## src/sv/unique_id_list_table_defines.svh

```systemverilog
// Assertion macros for the unique ID list table.
`ifndef UNIQUE_ID_LIST_TABLE_DEFINES_SVH
`define UNIQUE_ID_LIST_TABLE_DEFINES_SVH

// Property checked at every clock edge outside reset.
`define UIDL_ASSERT(lbl, prop, msg) \
  lbl: assert property (@(posedge clk_i) disable iff (!rst_ni) (prop)) else $error(msg);

// Antecedent in one cycle implies consequent in the next.
`define UIDL_ASSERT_NEXT(lbl, ante, cons, msg) \
  lbl: assert property (@(posedge clk_i) disable iff (!rst_ni) (ante) |=> (cons)) \
    else $error(msg);

`endif

```

## src/sv/uidl_pkg.sv

```systemverilog
package uidl_pkg;

  localparam int unsigned IdW   = 32;
  localparam int unsigned SlotW = 8;
  localparam int unsigned OutCntW = 5;

  typedef enum logic [1:0] {
    KIND_INSERT = 2'd0,
    KIND_REMOVE = 2'd1,
    KIND_QUERY  = 2'd2,
    KIND_READ   = 2'd3
  } kind_e;

  // Broadcast to every cell: lookup key plus commit controls.
  typedef struct packed {
    logic             ins_en;
    logic             rem_en;
    logic [IdW-1:0]   id;
    logic [SlotW-1:0] slot;
    logic [SlotW-1:0] used;
  } uidl_cmd_t;

  // Carried from cell to cell, one cell per cycle.
  typedef struct packed {
    logic           tok;
    logic           found;
    logic [IdW-1:0] rd;
  } uidl_sweep_t;

endpackage

```

## src/sv/uidl_cell.sv

```systemverilog
module uidl_cell import uidl_pkg::*; #(
  parameter int IDX = 0
) (
  input  logic           clk_i,
  input  logic           rst_ni,
  input  uidl_cmd_t      cmd_i,
  input  uidl_sweep_t    sweep_i,
  input  logic [IdW-1:0] next_entry_i,
  output uidl_sweep_t    sweep_o,
  output logic [IdW-1:0] entry_o
);

  localparam logic [SlotW-1:0] IdxS = SlotW'(IDX);

  logic [IdW-1:0] entry_q, entry_d;
  logic           tok_q;
  logic           found_q;
  logic [IdW-1:0] rd_q;

  always_comb begin
    entry_d = entry_q;
    if (cmd_i.ins_en && (cmd_i.used == IdxS)) begin
      entry_d = cmd_i.id;
    end else if (cmd_i.rem_en && (IdxS >= cmd_i.slot)) begin
      entry_d = next_entry_i;
    end
  end

  always_ff @(posedge clk_i or negedge rst_ni) begin
    if (!rst_ni) begin
      entry_q <= '0;
      tok_q   <= 1'b0;
    end else begin
      entry_q <= entry_d;
      tok_q   <= sweep_i.tok;
    end
  end

  always_ff @(posedge clk_i) begin
    found_q <= sweep_i.found | (entry_q == cmd_i.id);
    rd_q    <= (cmd_i.slot == IdxS) ? entry_q : sweep_i.rd;
  end

  assign sweep_o = '{tok: tok_q, found: found_q, rd: rd_q};
  assign entry_o = entry_q;

endmodule

```

## src/sv/unique_id_list_table.sv

```systemverilog
// Ordered list of up to DEPTH distinct nonzero IDs held in a row of cells. An item is
// taken when start_i is high and busy_o low; a lookup then walks the cell chain one cell
// per cycle, and busy_o stays high until its result is shown for one cycle on strobe_o.
// The result cannot be held off: it must be captured in the cycle strobe_o is high.
// entry_count_o carries the low five bits of the count after the item.
`include "unique_id_list_table_defines.svh"

module unique_id_list_table import uidl_pkg::*; #(
  parameter int DEPTH = 16
) (
  input  logic                 clk_i,
  input  logic                 rst_ni,
  input  logic                 start_i,
  output logic                 busy_o,
  input  logic [1:0]           kind_i,
  input  logic [IdW-1:0]       node_id_i,
  input  logic [SlotW-1:0]     slot_i,
  output logic                 strobe_o,
  output logic                 ok_o,
  output logic [IdW-1:0]       id_out_o,
  output logic [OutCntW-1:0]   entry_count_o
);

  localparam int CntW = $clog2(DEPTH + 1);

  typedef enum logic {
    ST_IDLE,
    ST_SWEEP
  } state_e;

  state_e              state_q;
  logic                launch_q;
  logic                strobe_q;
  logic                ok_q;
  logic [IdW-1:0]      id_out_q;
  logic [CntW-1:0]     used_q, used_d;
  kind_e               kind_q;
  logic [IdW-1:0]      id_q;
  logic [SlotW-1:0]    slot_q;

  uidl_sweep_t         sweep_w [DEPTH+1];
  logic [IdW-1:0]      entry_w [DEPTH+1];
  logic [DEPTH-1:0]    tok_w;
  uidl_cmd_t           cmd_w;

  logic                done_w;
  logic                found_w;
  logic                slot_ok_w;
  logic                ok_w;
  logic                ins_w;
  logic                rem_w;
  logic [IdW-1:0]      rd_w;

  assign done_w    = (state_q == ST_SWEEP) && sweep_w[DEPTH].tok;
  assign found_w   = sweep_w[DEPTH].found && (id_q != '0);
  assign slot_ok_w = slot_q < SlotW'(used_q);

  always_comb begin
    ok_w   = 1'b0;
    ins_w  = 1'b0;
    rem_w  = 1'b0;
    rd_w   = '0;
    used_d = used_q;
    unique case (kind_q)
      KIND_INSERT: begin
        ok_w = (id_q != '0) && !found_w && (used_q < CntW'(DEPTH));
        ins_w = ok_w;
        if (ok_w) used_d = used_q + CntW'(1);
      end
      KIND_REMOVE: begin
        ok_w  = slot_ok_w;
        rem_w = ok_w;
        if (ok_w) used_d = used_q - CntW'(1);
      end
      KIND_QUERY: begin
        ok_w = found_w;
      end
      KIND_READ: begin
        ok_w = slot_ok_w;
        if (slot_ok_w) rd_w = sweep_w[DEPTH].rd;
      end
      default: ;
    endcase
  end

  assign cmd_w = '{
    ins_en: done_w && ins_w,
    rem_en: done_w && rem_w,
    id:     id_q,
    slot:   slot_q,
    used:   SlotW'(used_q)
  };

  assign sweep_w[0] = '{tok: launch_q, found: 1'b0, rd: '0};
  assign entry_w[DEPTH] = '0;

  for (genvar i = 0; i < DEPTH; i++) begin : g_cell
    uidl_cell #(
      .IDX(i)
    ) u_cell (
      .clk_i        (clk_i),
      .rst_ni       (rst_ni),
      .cmd_i        (cmd_w),
      .sweep_i      (sweep_w[i]),
      .next_entry_i (entry_w[i+1]),
      .sweep_o      (sweep_w[i+1]),
      .entry_o      (entry_w[i])
    );
    assign tok_w[i] = sweep_w[i+1].tok;
  end

  always_ff @(posedge clk_i or negedge rst_ni) begin
    if (!rst_ni) begin
      state_q  <= ST_IDLE;
      launch_q <= 1'b0;
      strobe_q <= 1'b0;
      ok_q     <= 1'b0;
      id_out_q <= '0;
      used_q   <= '0;
    end else begin
      launch_q <= 1'b0;
      strobe_q <= 1'b0;
      unique case (state_q)
        ST_IDLE: begin
          if (start_i) begin
            launch_q <= 1'b1;
            state_q  <= ST_SWEEP;
          end
        end
        ST_SWEEP: begin
          if (done_w) begin
            strobe_q <= 1'b1;
            ok_q     <= ok_w;
            id_out_q <= rd_w;
            used_q   <= used_d;
            state_q  <= ST_IDLE;
          end
        end
        default: state_q <= ST_IDLE;
      endcase
    end
  end

  always_ff @(posedge clk_i) begin
    if (start_i && (state_q == ST_IDLE)) begin
      kind_q <= kind_e'(kind_i);
      id_q   <= node_id_i;
      slot_q <= slot_i;
    end
  end

  assign busy_o        = (state_q != ST_IDLE);
  assign strobe_o      = strobe_q;
  assign ok_o          = ok_q;
  assign id_out_o      = id_out_q;
  assign entry_count_o = OutCntW'(used_q);

  `UIDL_ASSERT(a_used_bound, used_q <= CntW'(DEPTH), "count exceeds depth")
  `UIDL_ASSERT(a_one_token, $onehot0({launch_q, tok_w}), "more than one sweep in flight")
  `UIDL_ASSERT(a_strobe_idle, !strobe_o || !busy_o, "result while busy")
  `UIDL_ASSERT_NEXT(a_accept_busy, start_i && !busy_o, busy_o && launch_q,
                    "accepted item did not launch")

endmodule
```

## config.mk

```make
export PLATFORM = sky130hd
export DESIGN_NAME = unique_id_list_table
export DESIGN_NICKNAME = d
export VERILOG_FILES = /design/src/sv/uidl_pkg.sv /design/src/sv/uidl_cell.sv /design/src/sv/unique_id_list_table.sv
export VERILOG_INCLUDE_DIRS = /design/src /design/src/sv
export SDC_FILE = /design/constraint.sdc
export NUM_CORES = 2
export LEC_CHECK = 0
export BUFFER_PORTS_ARGS = -buffer_cell sky130_fd_sc_hd__buf_4
export CAP_MARGIN = 20
export CORE_UTILIZATION = 55
export CTS_BUF_LIST = sky130_fd_sc_hd__clkbuf_4 sky130_fd_sc_hd__clkbuf_8
export DETAILED_ROUTE_END_ITERATION = 7
export PLACE_DENSITY = 0.82
export SKIP_CTS_REPAIR_TIMING = 1
export SLEW_MARGIN = 5
export SYNTH_ARGS = -nofsm -noshare
export SYNTH_HDL_FRONTEND = slang
export SYNTH_SLANG_ARGS = --single-unit
```

## constraint.sdc

```tcl
create_clock -name clk_i -period 5.78 [get_ports clk_i]
set_clock_uncertainty 0.05 [all_clocks]
set_input_delay 1.156 -clock clk_i [delete_from_list [all_inputs] [get_ports clk_i]]
set_output_delay 1.156 -clock clk_i [all_outputs]
set_load 0.05 [all_outputs]
```

==> metrics <==
WP depth 7; R2R Path Start id_q[1]; CTS Buf Count between 150 and 200; startpoint types register; Post-synth top flop dfrtp_1; root buf cell clkbuf_8; final setup violation count 0; htree depth 4; CP endpoint kind register; Starting Density 0.558; CTS tree built; I/O Buffers 84; share of Yosys cell area claimed by the top area cell type 0.287; Via-to-Cell Ratio 6.15; crit-path cells nor4_1 > nand4_1 > buf_4 > o2111ai_4 > buf_4 > nor2_1 > a21oi_1; Max Slew Vio Count 0; first-pass GRT wire length 222000 um; register area 26100 um2; Setup crit start id_q[1]; VDD IR max 272 uV; row cnt 109; core area 88800 um2; critical path data arrival time between 5000 and 6000 ps; most frequent cells in the layout dfrtp_1, dfxtp_1, mux2_2; slowest stage delay, CP 1000 ps; Seq/Total Area, Yosys 0.526; status finished, final reports clean; Clock transition at path regs ~70 ps; crit path to g_cell[5].u_cell.entry_o[25]; via count 35400; Tcrit/Tclk final 0.748; area of the multi-input gates 22300 um2; Synth Net Count 4499; layout cells sized above 1 0.225; number of flops mapped to enable cells by yosys 42; Die Height 302 um; DRT Wirelength around 150000 um; area growth from synthesis to layout 11.1%; CP most frequent cell buf_4; Final Hold Violating Endpoints 0; Crit Reg-Reg Endpoint g_cell[5].u_cell.entry_o[25]; Area contributors post-synth dfrtp_1, dfxtp_1, mux2_2; Slew headroom 0.278; Final ANT Viol Nets 0; Worst Path Buf+Inv 2; worst-skew pair later-pin latency approximately 860 ps; ys async rst share 0.500; R2R depth 7; count of cell types in the netlist 54; min Tclk post-route 4320 ps; syn avg cell area 11.2 um2; First DRT Iteration DRCs 3774; Fmax 0.231 GHz; Die Wd 302 um; r2r setup slk roughly 1500 ps; Final Util 0.620; commonest non-fill, non-tap cell in the layout dfrtp_1; antenna violations before repair 5; static leakage 25.4 nW; Post-Syn Instances between 4000 and 5000; Ys Warns 0; GRT Resource Usage Total 0.323; Cell Area, Synth 49600 um2; IO Pins 85; top cell type by total area after synthesis dfrtp_1; DIE AREA 91300 um2; buffer levels on the longest clock path 3; DRT Pass-1 Iters 6; grt total ovfl 0; largest net degree at the start of global routing 117; type of the worst min-delay path primary input to asynchronous set/reset pin; Max-cap violations 0; average wire per standard cell 25.6 um; worst-margin pin slew 1080 ps; CTS sink cnt 1139; power per cell area between 300 and 400 nW/um2; Placer Congestion 0.960; Slowest cell on crit path nand4_1; Yosys reg bits about 1100; Worst EP required between 6000 and 7000 ps; CP max FO 51; CP Class register to register; Crit path max-delay family simple AND/OR/NAND/NOR gates; final-stage net count 4498; Filler Cell Count 6747; HPWL Detailed 96000 um; Remaining DRCs 0; vias in the first global route ~35000; Hold Slack 276 ps; RSZ-0062 raised after global routing no; Setup TNS 0 ps
[per-stage QoR]
stage	worst slack, ps	area (um2)	total power [mW]	std cells
after CTS	1640	55100	19.6	5750
after floorplan	2190	49600	11.3	4444
after global placement	1670	51300	12.5	5428
final	1460	55100	19.6	5753
after detailed placement	1740	51300	12.6	5429
after global routing	1360	55100	20.3	5753
[state kept, by name, indices dropped and copies added, names as in the netlist, 2 cells and up]
register	cells
g_cell.u_cell.entry_o	512
g_cell.u_cell.rd_q	512
id_out_o	32
id_q	32
g_cell.u_cell.found_q	16
g_cell.u_cell.tok_q	16
slot_q	8
entry_count_o	5
kind_q	2
[cell usage after synthesis (all sizes together), types with 39 or more instances]
cell,number
a21oi,361
a22o,64
a2bb2oi,64
a31oi,128
buf,153
clkbuf,215
dfrtp,569
dfxtp,528
edfxtp,42
mux2,481
mux2i,353
nand2,186
nand4,95
nor2,440
nor4,66
o21ai,39
xnor2,364
xor2,152
[final cells by class]
type / count / share of cell area
Inverter: 7 / 0.000477
Multi-Input combinational cell: 2930 / 0.405
Clock inverter: 21 / 0.00320
Sequential cell: 1139 / 0.473
Antenna cell: 2 / 0.0000909
Tap cell: 1165 / 0.0265
Clock buffer: 300 / 0.0643
Timing Repair Buffer: 189 / 0.0268
[where the power goes]
group          switching (mW)  leakage (nW)  total (mW)  internal, mW
sequential              0.780          12.5        9.36          8.58
clock                    3.18          2.00        7.07          3.89
combinational            1.98          10.9        3.17          1.18
[metal layers]
metal  vias up  wire (um)  track usage
met5         -         26            0
met4         4       9350        0.196
met3       470      13200       0.0738
met2      1890      66200        0.490
met1     17500      58500        0.422
li1      15600          -            -
[logic make-up after synthesis]
group,share of synthesized area
buf+inv,0.0305
compound gates,0.0912
fa+ha+maj,0.00252
flops,0.526
simple gates,0.0778
xor+xnor,0.0912
mux,0.181
[how the worst min path moves through the flow]
stage	slack (ps)	from	cells past startpoint	to
floorplan	280	launch_q	0	g_cell[0].u_cell.tok_q
global placement	280	launch_q	0	g_cell[0].u_cell.tok_q
detailed placement	290	g_cell[11].u_cell.tok_q	0	g_cell[12].u_cell.tok_q
CTS	300	launch_q	0	g_cell[0].u_cell.tok_q
global route	310	g_cell[3].u_cell.tok_q	0	g_cell[4].u_cell.tok_q
finish	280	rst_ni	1	g_cell[14].u_cell.entry_o[0]
[worst register-to-register path: stages (launching register included)]
cell and delay (ps):
edfxtp_1 620, nor4_1 650, nand4_1 1000, buf_4 560, o2111ai_4 470, buf_4 560, nor2_1 150, a21oi_1 170
Power figures use the tool's default switching activity.
